## config.mk

```make
export PLATFORM = sky130hd
export DESIGN_NAME = text_console_cursor_control
export DESIGN_NICKNAME = d
export VERILOG_FILES = /design/src/rtl/core/tcc_pkg.sv /design/src/rtl/core/tcc_step.sv /design/src/rtl/core/text_console_cursor_control.sv
export SDC_FILE = /design/constraint.sdc
export NUM_CORES = 1
export LEC_CHECK = 0
export BUFFER_PORTS_ARGS = -buffer_cell sky130_fd_sc_hd__buf_2
export CAP_MARGIN = 20
export CORE_ASPECT_RATIO = 1.2
export CORE_UTILIZATION = 61
export DETAILED_ROUTE_END_ITERATION = 8
export PLACE_DENSITY = 0.93
export SLEW_MARGIN = 5
export SYNTH_ARGS = -nofsm -noshare
export SYNTH_HDL_FRONTEND = slang
export SYNTH_SLANG_ARGS = --single-unit
```

## constraint.sdc

```tcl
create_clock -name clk -period 6.7 [get_ports clk]
set_clock_uncertainty 0.15 [all_clocks]
set_input_delay 0.67 -clock clk [delete_from_list [all_inputs] [get_ports clk]]
set_output_delay 0.67 -clock clk [all_outputs]
set_load 0.01 [all_outputs]
```

## src/rtl/core/tcc_pkg.sv

```systemverilog
// Shared types and constants for the text console cursor controller.
package tcc_pkg;

	// configuration register indexes
	localparam int unsigned CFG_INDEX_W = 4;
	localparam logic [CFG_INDEX_W-1:0] REG_TEXT_COLUMNS    = 4'd0;
	localparam logic [CFG_INDEX_W-1:0] REG_TEXT_ROWS_COUNT = 4'd1;
	localparam logic [CFG_INDEX_W-1:0] REG_GLYPH_WIDTH_PX  = 4'd2;
	localparam logic [CFG_INDEX_W-1:0] REG_GLYPH_HEIGHT_PX = 4'd3;
	localparam int unsigned CFG_DATA_W = 8;

	// register reset values
	localparam logic [7:0] RST_TEXT_COLUMNS    = 8'd80;
	localparam logic [7:0] RST_TEXT_ROWS_COUNT = 8'd25;
	localparam logic [5:0] RST_GLYPH_WIDTH_PX  = 6'd12;
	localparam logic [6:0] RST_GLYPH_HEIGHT_PX = 7'd24;

	// character codes
	localparam logic [7:0] CHAR_BS    = 8'd8;
	localparam logic [7:0] CHAR_HT    = 8'd9;
	localparam logic [7:0] CHAR_LF    = 8'd10;
	localparam logic [7:0] CHAR_CR    = 8'd13;
	localparam logic [7:0] PRINT_LO   = 8'd32;
	localparam logic [7:0] PRINT_HI   = 8'd126;
	localparam logic [6:0] GLYPH_SPACE = 7'd32;

	// tab stops on multiples of eight
	localparam logic [8:0] TAB_STEP = 9'd8;
	localparam logic [8:0] TAB_MASK = ~(TAB_STEP - 9'd1);

	typedef struct packed {
		logic [7:0] text_columns;
		logic [7:0] text_rows_count;
		logic [5:0] glyph_width_px;
		logic [6:0] glyph_height_px;
	} geom_t;

	typedef struct packed {
		logic        draw_glyph;
		logic [6:0]  glyph_code;
		logic [12:0] origin_x;
		logic [13:0] origin_y;
		logic        scroll_up;
		logic [7:0]  cursor_column;
		logic [7:0]  cursor_row;
	} step_result_t;

endpackage

```

## src/rtl/core/tcc_step.sv

```systemverilog
// Cursor update and glyph origin for one character byte.
module tcc_step (
	input  logic [7:0]           char_byte,
	input  logic [7:0]           column,
	input  logic [7:0]           row,
	input  tcc_pkg::geom_t       geom,
	output tcc_pkg::step_result_t result
);
	import tcc_pkg::*;

	logic [7:0]  cols;
	logic [7:0]  rows;
	logic [8:0]  col_n;
	logic [8:0]  row_n;
	logic [7:0]  cell_col;
	logic        draw;
	logic [6:0]  code;
	logic        scroll;
	logic [13:0] prod_x;
	logic [14:0] prod_y;

	// zero geometry behaves as one cell
	assign cols = (geom.text_columns == 8'd0) ? 8'd1 : geom.text_columns;
	assign rows = (geom.text_rows_count == 8'd0) ? 8'd1 : geom.text_rows_count;

	always_comb begin
		col_n    = {1'b0, column};
		row_n    = {1'b0, row};
		cell_col = column;
		draw     = 1'b0;
		code     = '0;
		case (char_byte)
			CHAR_LF: begin
				col_n = '0;
				row_n = {1'b0, row} + 9'd1;
			end
			CHAR_CR: begin
				col_n = '0;
			end
			CHAR_BS: begin
				if (column != 8'd0) begin
					cell_col = column - 8'd1;
					col_n    = {1'b0, cell_col};
					draw     = 1'b1;
					code     = GLYPH_SPACE;
				end
			end
			CHAR_HT: begin
				col_n = ({1'b0, column} + TAB_STEP) & TAB_MASK;
			end
			default: begin
				if (char_byte inside {[PRINT_LO:PRINT_HI]}) begin
					draw  = 1'b1;
					code  = char_byte[6:0];
					col_n = {1'b0, column} + 9'd1;
				end
			end
		endcase

		// wrap, then scroll; row_n cannot exceed 256 here
		if (col_n >= {1'b0, cols}) begin
			col_n = '0;
			row_n = row_n + 9'd1;
		end
		scroll = 1'b0;
		if (row_n >= {1'b0, rows}) begin
			scroll = 1'b1;
			row_n  = {1'b0, rows - 8'd1};
		end
	end

	assign prod_x = {6'd0, cell_col} * {8'd0, geom.glyph_width_px};
	assign prod_y = {7'd0, row} * {8'd0, geom.glyph_height_px};

	always_comb begin
		result.draw_glyph    = draw;
		result.glyph_code    = code;
		result.origin_x      = draw ? prod_x[12:0] : 13'd0;
		result.origin_y      = draw ? prod_y[13:0] : 14'd0;
		result.scroll_up     = scroll;
		result.cursor_column = col_n[7:0];
		result.cursor_row    = row_n[7:0];
	end

endmodule

```

## src/rtl/core/text_console_cursor_control.sv

```systemverilog
// Top level of the text console cursor controller.
//
//  channel   signals                         direction  payload
//  input     in_valid / in_ready             in         char_byte
//  output    out_valid / out_ready           out        draw_glyph .. cursor_row
//  config    cfg_write, cfg_index, cfg_data  in         register write, no wait
//
// One byte per cycle while out_ready is high; input register, then result register.
// The cursor update and both origin multiplies sit between those two registers.
// Reset clears the cursor to column 0, row 0 and loads the default geometry.
// With out_ready low the result holds and the input register takes one more
// transaction before in_ready falls.
module text_console_cursor_control (
	input  logic                              clk,
	input  logic                              arst_n,
	input  logic                              in_valid,
	output logic                              in_ready,
	input  logic [7:0]                        char_byte,
	output logic                              out_valid,
	input  logic                              out_ready,
	output logic                              draw_glyph,
	output logic [6:0]                        glyph_code,
	output logic [12:0]                       origin_x,
	output logic [13:0]                       origin_y,
	output logic                              scroll_up,
	output logic [7:0]                        cursor_column,
	output logic [7:0]                        cursor_row,
	input  logic                              cfg_write,
	input  logic [tcc_pkg::CFG_INDEX_W-1:0]   cfg_index,
	input  logic [tcc_pkg::CFG_DATA_W-1:0]    cfg_data
);
	import tcc_pkg::*;

	geom_t        geom_q;
	logic [7:0]   column_q;
	logic [7:0]   row_q;
	logic [7:0]   char_s1;
	logic         valid_s1;
	step_result_t step_res;
	step_result_t res_s2;
	logic         valid_s2;
	logic         advance;
	logic         take_in;

	assign advance  = valid_s1 && (!valid_s2 || out_ready);
	assign in_ready = !valid_s1 || advance;
	assign take_in  = in_valid && in_ready;

	always_ff @(posedge clk or negedge arst_n) begin
		if (!arst_n) begin
			geom_q.text_columns    <= RST_TEXT_COLUMNS;
			geom_q.text_rows_count <= RST_TEXT_ROWS_COUNT;
			geom_q.glyph_width_px  <= RST_GLYPH_WIDTH_PX;
			geom_q.glyph_height_px <= RST_GLYPH_HEIGHT_PX;
		end else if (cfg_write) begin
			case (cfg_index)
				REG_TEXT_COLUMNS:    geom_q.text_columns    <= cfg_data[7:0];
				REG_TEXT_ROWS_COUNT: geom_q.text_rows_count <= cfg_data[7:0];
				REG_GLYPH_WIDTH_PX:  geom_q.glyph_width_px  <= cfg_data[5:0];
				REG_GLYPH_HEIGHT_PX: geom_q.glyph_height_px <= cfg_data[6:0];
				default: ;
			endcase
		end
	end

	tcc_step u_step (
		.char_byte (char_s1),
		.column    (column_q),
		.row       (row_q),
		.geom      (geom_q),
		.result    (step_res)
	);

	always_ff @(posedge clk or negedge arst_n) begin
		if (!arst_n) begin
			valid_s1 <= 1'b0;
			valid_s2 <= 1'b0;
			column_q <= '0;
			row_q    <= '0;
		end else begin
			if (in_ready) begin
				valid_s1 <= in_valid;
			end
			if (advance) begin
				valid_s2 <= 1'b1;
				column_q <= step_res.cursor_column;
				row_q    <= step_res.cursor_row;
			end else if (out_ready) begin
				valid_s2 <= 1'b0;
			end
		end
	end

	always_ff @(posedge clk) begin
		if (take_in) begin
			char_s1 <= char_byte;
		end
		if (advance) begin
			res_s2 <= step_res;
		end
	end

	assign out_valid     = valid_s2;
	assign draw_glyph    = res_s2.draw_glyph;
	assign glyph_code    = res_s2.glyph_code;
	assign origin_x      = res_s2.origin_x;
	assign origin_y      = res_s2.origin_y;
	assign scroll_up     = res_s2.scroll_up;
	assign cursor_column = res_s2.cursor_column;
	assign cursor_row    = res_s2.cursor_row;

endmodule

```

==> flow_metrics.env, run 1 <==
export IMPL_outcome="completed"
export IMPL_dpl_cell_area_mm2=0.008949
export IMPL_hold_viol_final=0
export IMPL_peakVddDrop_v=0.0003234
export IMPL_cts_reportedPaths_clkPinSlew_ns=0.08
export IMPL_post_drt_wl_per_cell_um=16.44
export IMPL_worstSetupPathType="flop to flop"
export IMPL_finalMaxSlewViolations=0
export IMPL_synth_area_leaders="edfxtp_1, fa_1, dfrtp_1"
export IMPL_clockBufferDepth=2
export IMPL_syn_area_per_cell_um2=9.954
export IMPL_worst_slack_ns=0.3425
export IMPL_period_share_pct=94.89
export IMPL_postSynth_asyncResetShare_pct=43.93
export IMPL_grt_pass1_vias=6141
export IMPL_cts_tree="done"
export IMPL_grt_overflow_total=0
export IMPL_routabilityCongestion=0.9919
export IMPL_drt_drc_violations_left=0
export IMPL_hpwl_um=13060
export IMPL_crit_chain="or4b_1 -> or2_2 -> or4_1 -> o22ai_1 -> a221o_1 -> ha_1 -> nand3b_1 -> a21oi_1 -> o31ai_1 -> o211a_2 -> o22ai_1 -> and3_1 -> xnor2_1 -> ha_1 -> a21oi_1 -> nor2b_1 -> a311oi_1 -> nand3_4 -> mux2_2 -> mux2_2"
export IMPL_hold_ws_ns=0.1422
export IMPL_cp_max_fo=18
export IMPL_diodes=0
export IMPL_die_area_mm2=0.01433
export IMPL_power_density_mw_per_mm2=487.2
export IMPL_routed_wl_um=17820
export IMPL_nFillCells=977
export IMPL_clk_latency_ns=0.36
export IMPL_required_ns=6.80
export IMPL_grt_usage_pct=26.69
export IMPL_grt_start_max_net_pins=72
export IMPL_first_iter_violations=392
export IMPL_p_leak_nw=4.242
export IMPL_hold_class="input port to async pin"
export IMPL_pre_cts_ws_ns=0.3194
export IMPL_mappedNetlistNets=1002
export IMPL_grt_pass1_wl_um=29180
export IMPL_synth_top_cell_by_area="edfxtp_1"
export IMPL_die_y_um=130.9
export IMPL_synth_flop_cell="edfxtp_1"
export IMPL_antenna_found_initial=0
export IMPL_io_buffers=78
export IMPL_fin_area_mm2=0.009288
export IMPL_start_util_pct=63.29
export IMPL_num_io_pins=79
export IMPL_drive_gt1_share_pct=16.81
export IMPL_synth_edff_count=60
export IMPL_p_total_mw=4.525
export IMPL_area_growth_pct=9.905
export IMPL_yosysUniqueCellTypes=70
export IMPL_clockRootBuffer="clkbuf_16"
export IMPL_slowest_stage="or4b_1"
export IMPL_drv_cap=0
export IMPL_crit_arrival_ns=6.46
export IMPL_worstSetupEndpointType="flop"
export IMPL_cts_max_level=3
export IMPL_rows=46
export IMPL_setup_viol_count_final=0
export IMPL_dp_cells=1065
export IMPL_synth_seq_cells=107
export IMPL_timing_fmax_mhz=157.3
export IMPL_vias_per_cell=5.765
export IMPL_cts_sinks=107
export IMPL_fp_coreArea_mm2=0.01335
export IMPL_firstDrtPassIters=5
export IMPL_postCtsHoldBufs=0
export IMPL_syn_inst=849
export IMPL_postRouteAntennaNets=0
export IMPL_cpPeakStageDelay_ns=0.74
export IMPL_netlist_area_mm2=0.008451
export IMPL_yosysTopAreaCellShare_pct=21.32
export IMPL_vias=6249
export IMPL_start_kind="flop"
export IMPL_dieWidth_um=109.4
export IMPL_instances_no_fill=1084
export IMPL_max_slew_margin_rel_pct=42.04
export IMPL_worst_pin_slew_ns=0.8694
export IMPL_layout_min_cycle_time_ns=6.358
export IMPL_ys_warn_count=0
export IMPL_cts_made_buffers=9
export IMPL_yosysSeqAreaShare_pct=35.37
export IMPL_nets=1064
==> report_power, final <==
group / switching [mW] / total [mW] / internal (mW)
registers: 0.231 / 1.18 / 0.947
clock network: 0.261 / 0.523 / 0.261
logic: 1.57 / 2.82 / 1.25
==> cell type report <==
type,count,area (um2),area share (%)
Tap cell,168,210.2,2.263
Multi-Input combinational cell,617,4999,53.82
Inverter,89,334.1,3.597
Sequential cell,107,2989,32.18
Clock buffer,10,229.0,2.465
Timing Repair Buffer,87,470.5,5.065
Clock inverter,6,56.30,0.6062
==> layout by cell type (no fill, tap or decap), types with 3 or more instances in the layout <==
master,count
ha_1,76
and3_1,7
o21bai_1,4
o21ai_0,33
nand3_1,10
buf_2,78
inv_1,87
buf_4,8
nor4_1,5
nor3_1,10
dfrtp_1,38
o21a_1,5
nand3b_1,3
o21ai_1,3
nand2b_1,7
xnor2_1,32
mux2i_1,4
nor2b_1,8
edfxtp_1,60
o31ai_1,3
nand4_1,5
and2_1,54
clkbuf_16,9
fa_1,52
xor2_1,14
mux2_2,27
or2_2,3
dfstp_2,9
a41o_1,3
nor2_1,46
or3_1,4
a31oi_1,5
a21o_1,8
a21oi_1,25
nand2_1,120
==> synth_stat cells, types with 10 or more instances <==
library cell and count:
xnor2_1 32, mux2_2 27, nor2_1 46, fa_1 52, o21ai_0 33, a21oi_1 25, edfxtp_1 60, nor3_1 10
nand3_1 10, inv_1 88, nand2_1 120, and2_1 54, clkbuf_1 24, xor2_1 14, dfrtp_1 38, ha_1 76
==> final timing paths <==
check | from | end | slack [ns] | cells after the start
worst max-delay path | char_s1[6] | row_q[3] | 0.34 | 20
worst min-delay path | arst_n | row_q[2] | 0.14 | 1
worst max register to register | char_s1[6] | row_q[3] | 0.34 | 20
worst min register to register | valid_s1 | out_valid | 0.36 | 1
max in group asynchronous | arst_n | geom_q[25] | 5.64 | 2
min in group clk | char_byte[1] | char_s1[1] | 0.33 | 1
==> cell families after synthesis <==
group,synth area share (%)
compound gates,8.899
flops,35.37
simple gates,17.44
buf+inv,5.700
fa+ha+maj,23.57
mux,4.249
xor+xnor,4.768
==> worst max-delay path: cells and delay by family (launching register included) <==
| family | cells | cell delay (ns) |
|---|---|---|
| AND/OR/NAND/NOR | 7 | 2.32 |
| multiplexers | 2 | 0.64 |
| AO/OA/AOI/OAI | 8 | 1.99 |
| adder cells (fa/ha/maj) | 2 | 0.53 |
| flip-flops | 1 | 0.42 |
| XOR/XNOR | 1 | 0.20 |
==> stage by stage <==
step | TNS [ns] | util [%]
finish | 0 | 69.56
global route | -0.003291 | 69.56
CTS | 0 | 69.15
detailed placement | 0 | 67.02
global placement | 0 | 67.02
floorplan | 0 | -
==> routing by layer <==
| metal | share of wire (%) | global-route usage [%] | vias up |
|---|---|---|---|
| li1 | - | - | 2990 |
| met1 | 42 | 34.05 | 3037 |
| met2 | 51 | 46.24 | 196 |
| met3 | 5.5 | 4.415 | 26 |
| met4 | 1.9 | 8.863 | 0 |
| met5 | 0 | 0 | - |
==> state kept, by name, indices dropped and copies added, names as in the netlist <==
| name | flops |
|---|---|
| geom_q | 29 |
| origin_y | 14 |
| origin_x | 13 |
| char_s1 | 8 |
| column_q | 8 |
| cursor_column | 8 |
| cursor_row | 8 |
| row_q | 8 |
| glyph_code | 7 |
| draw_glyph | 1 |
| out_valid | 1 |
| scroll_up | 1 |
| valid_s1 | 1 |
==> timing repair <==
action | CTS | global route
resized for setup | 0 | 3
endpoints found under the setup margin | 0 | 16
buffers inserted | 0 | 2
No activity file was read; power rests on OpenSTA's default activity.
==> run 2, diff against run 1 <==
- ABC_AREA: default -> 1
- CORE_UTILIZATION: 61 -> 62
==> flow_metrics.env, run 2 <==
export IMPL_yosysUniqueCellTypes=54
export IMPL_grt_overflow_total=0
export IMPL_period_share_pct=83.75
export IMPL_synth_most_common_cell="nand2_1"
export IMPL_area_growth_pct=8.467
export IMPL_ys_warn_count=0
export IMPL_synth_seq_cells=107
export IMPL_violations="DRC"
export IMPL_tns_ns=0
export IMPL_yosysSeqAreaShare_pct=33.00
export IMPL_routabilityCongestion=0.9830
export IMPL_num_io_pins=79
export IMPL_synthTopCellsByCount="nand2_1, inv_1, ha_1, nor2_1, edfxtp_1"
export IMPL_p_leak_nw=5.106
export IMPL_synthSimpleGateAreaFrac_pct=23.49
export IMPL_vias_per_cell=5.637
export IMPL_cts_setup_buffers=0
export IMPL_synth_adder_area_share_pct=21.99
export IMPL_crit_arrival_ns=5.58
export IMPL_mappedNetlistNets=1267
export IMPL_nets=1324
export IMPL_grt_pass1_vias=7693
export IMPL_required_ns=6.67
export IMPL_fp_coreArea_mm2=0.01435
export IMPL_cp_max_fo=8
export IMPL_dieWidth_um=112.3
export IMPL_hold_ws_ns=0.05998
export IMPL_clockRootBuffer="clkbuf_16"
export IMPL_clockBufferDepth=2
export IMPL_post_drt_wl_per_cell_um=15.25
export IMPL_setup_viol_count_final=0
export IMPL_worstSetupPathType="flop to flop"
export IMPL_cts_made_buffers=9
export IMPL_syn_inst=1114
export IMPL_synth_compound_area_share_pct=8.812
export IMPL_power_density_mw_per_mm2=385.6
export IMPL_regMostFlops="geom_q"
export IMPL_final_common_cell="nand2_1"
export IMPL_yosysTopAreaCellShare_pct=19.89
export IMPL_cts_tree="done"
export IMPL_antenna_found_initial=0
export IMPL_drive_gt1_share_pct=13.78
export IMPL_hold_class="input port to async pin"
export IMPL_worst_pin_slew_ns=0.6812
export IMPL_worstSetupEndpointType="flop"
export IMPL_postSynth_asyncResetShare_pct=43.93
export IMPL_clk_latency_ns=0.37
export IMPL_rsz0062_at_grt="no"
export IMPL_die_area_mm2=0.01510
export IMPL_dpl_cell_area_mm2=0.009498
export IMPL_synth_edff_count=60
export IMPL_synth_top_cell_by_area="edfxtp_1"
export IMPL_fin_area_mm2=0.009826
export IMPL_outcome="finished, violations left"
export IMPL_netlist_area_mm2=0.009059
export IMPL_finalMaxSlewViolations=0
export IMPL_grt_usage_pct=28.98
export IMPL_grt_pass1_wl_um=34480
export IMPL_max_slew_margin_rel_pct=54.11
export IMPL_postCtsHoldBufs=0
export IMPL_syn_area_per_cell_um2=8.132
export IMPL_io_buffers=78
export IMPL_cts_sinks=107
export IMPL_layout_min_cycle_time_ns=5.611
export IMPL_cts_repair_resized=0
export IMPL_grt_start_max_net_pins=53
export IMPL_synth_top_family_by_area="simple AND/OR/NAND/NOR gates"
export IMPL_diodes=0
export IMPL_peakVddDrop_v=0.0002301
export IMPL_first_iter_violations=581
export IMPL_drv_cap=0
export IMPL_hpwl_um=15340
export IMPL_routed_wl_um=20610
export IMPL_rows=48
export IMPL_synthMuxAreaShare_pct=0
export IMPL_vias=7615
export IMPL_largest_reg_flops=29
export IMPL_die_y_um=134.4
export IMPL_synth_flop_cell="edfxtp_1"
export IMPL_drt_drc_violations_left=3
export IMPL_final_cell_mix="nand2_1, inv_1, buf_2"
export IMPL_postRouteAntennaNets=0
export IMPL_timing_fmax_mhz=178.2
export IMPL_synth_area_leaders="edfxtp_1, nand2_1, fa_1"
export IMPL_cts_reportedPaths_clkPinSlew_ns=0.08
export IMPL_firstDrtPassIters=9
export IMPL_start_util_pct=63.11
export IMPL_cts_max_level=3
export IMPL_start_kind="flop"
export IMPL_synth_xor_area_share_pct=2.127
export IMPL_hold_viol_final=0
==> run 2: changes by cell type after synthesis, moves of 22 or more <==
cell     change
mux2_2      -27
and2_1      -47
nor2_1      +26
nand2_1    +173
nand3_1     +35
xnor2_1     -25
inv_1      +102
o21ai_0     +22
==> run 2: per-layer routing <==
layer  vias to the layer above  track usage (%)  part of all wire (%)
li1                       3640                -                     -
met1                      3578            33.11                    38
met2                       316            51.97                    52
met3                        81            4.293                   6.1
met4                         0            16.30                   3.8
met5                         -                0                     0
==> run 2: final timing paths <==
kind | startpoint | endpoint | slack (ns) | cells past startpoint
setup / recovery | column_q[0] | origin_x[11] | 1.09 | 25
setup reg to reg | column_q[0] | origin_x[11] | 1.09 | 25
hold / removal | arst_n | column_q[5] | 0.06 | 1
min in group clk | char_byte[5] | char_s1[5] | 0.33 | 1
max in group asynchronous | arst_n | geom_q[3] | 5.75 | 2
hold reg to reg | geom_q[28] | geom_q[28] | 0.35 | 2
==> run 2: cell type report <==
class	instances	area, um2
Clock buffer	9	225.2
Clock inverter	7	82.58
Fill cell	1068	4528
Inverter	204	773.2
Multi-Input combinational cell	768	5111
Sequential cell	107	2989
Tap cell	175	219.0
Timing Repair Buffer	81	425.4
==> run 2: through the flow <==
stage               power, mW  setup slack [ns]  cells  util, %
global route            4.135            0.6767   1351    68.45
CTS                     3.773             1.176   1350    68.31
global placement        3.111             1.491   1334    66.17
detailed placement      3.189             1.355   1334    66.17
floorplan               2.689             1.792   1114        -
finish                  3.789             1.089   1351    68.45
==> run 2: logic make-up (layout without fill, tap and decap cells) <==
| kind of cell | after synthesis | count (layout) |
|---|---|---|
| adder cells (fa/ha/maj) | 128 | 128 |
| buffers and inverters | 239 | 301 |
| AND/OR/NAND/NOR | 478 | 478 |
| AO/OA/AOI/OAI | 140 | 140 |
| flip-flops | 107 | 107 |
| XOR/XNOR | 22 | 22 |
==> run 2: power by group <==
group	switching (mW)	internal [mW]
combinational	1.33	0.758
clock	0.275	0.282
sequential	0.215	0.926
==> run 2: worst max-delay path, stage by stage (launching register included) <==
cell,delay (ns)
dfrtp_1,0.49
inv_1,0.16
ha_1,0.22
nand2_1,0.06
nor2_1,0.04
nand3_1,0.16
inv_1,0.15
nor2_8,0.18
nand3_1,0.10
o21ai_0,0.29
nand2_1,0.17
fa_1,0.59
fa_1,0.45
fa_1,0.54
inv_1,0.05
ha_1,0.35
nand3_1,0.10
nand3_1,0.12
nand2_1,0.08
nand2_1,0.05
a21oi_1,0.22
nor2_1,0.08
o21ai_0,0.26
nand2_1,0.12
o21ai_1,0.14
a21oi_1,0.05
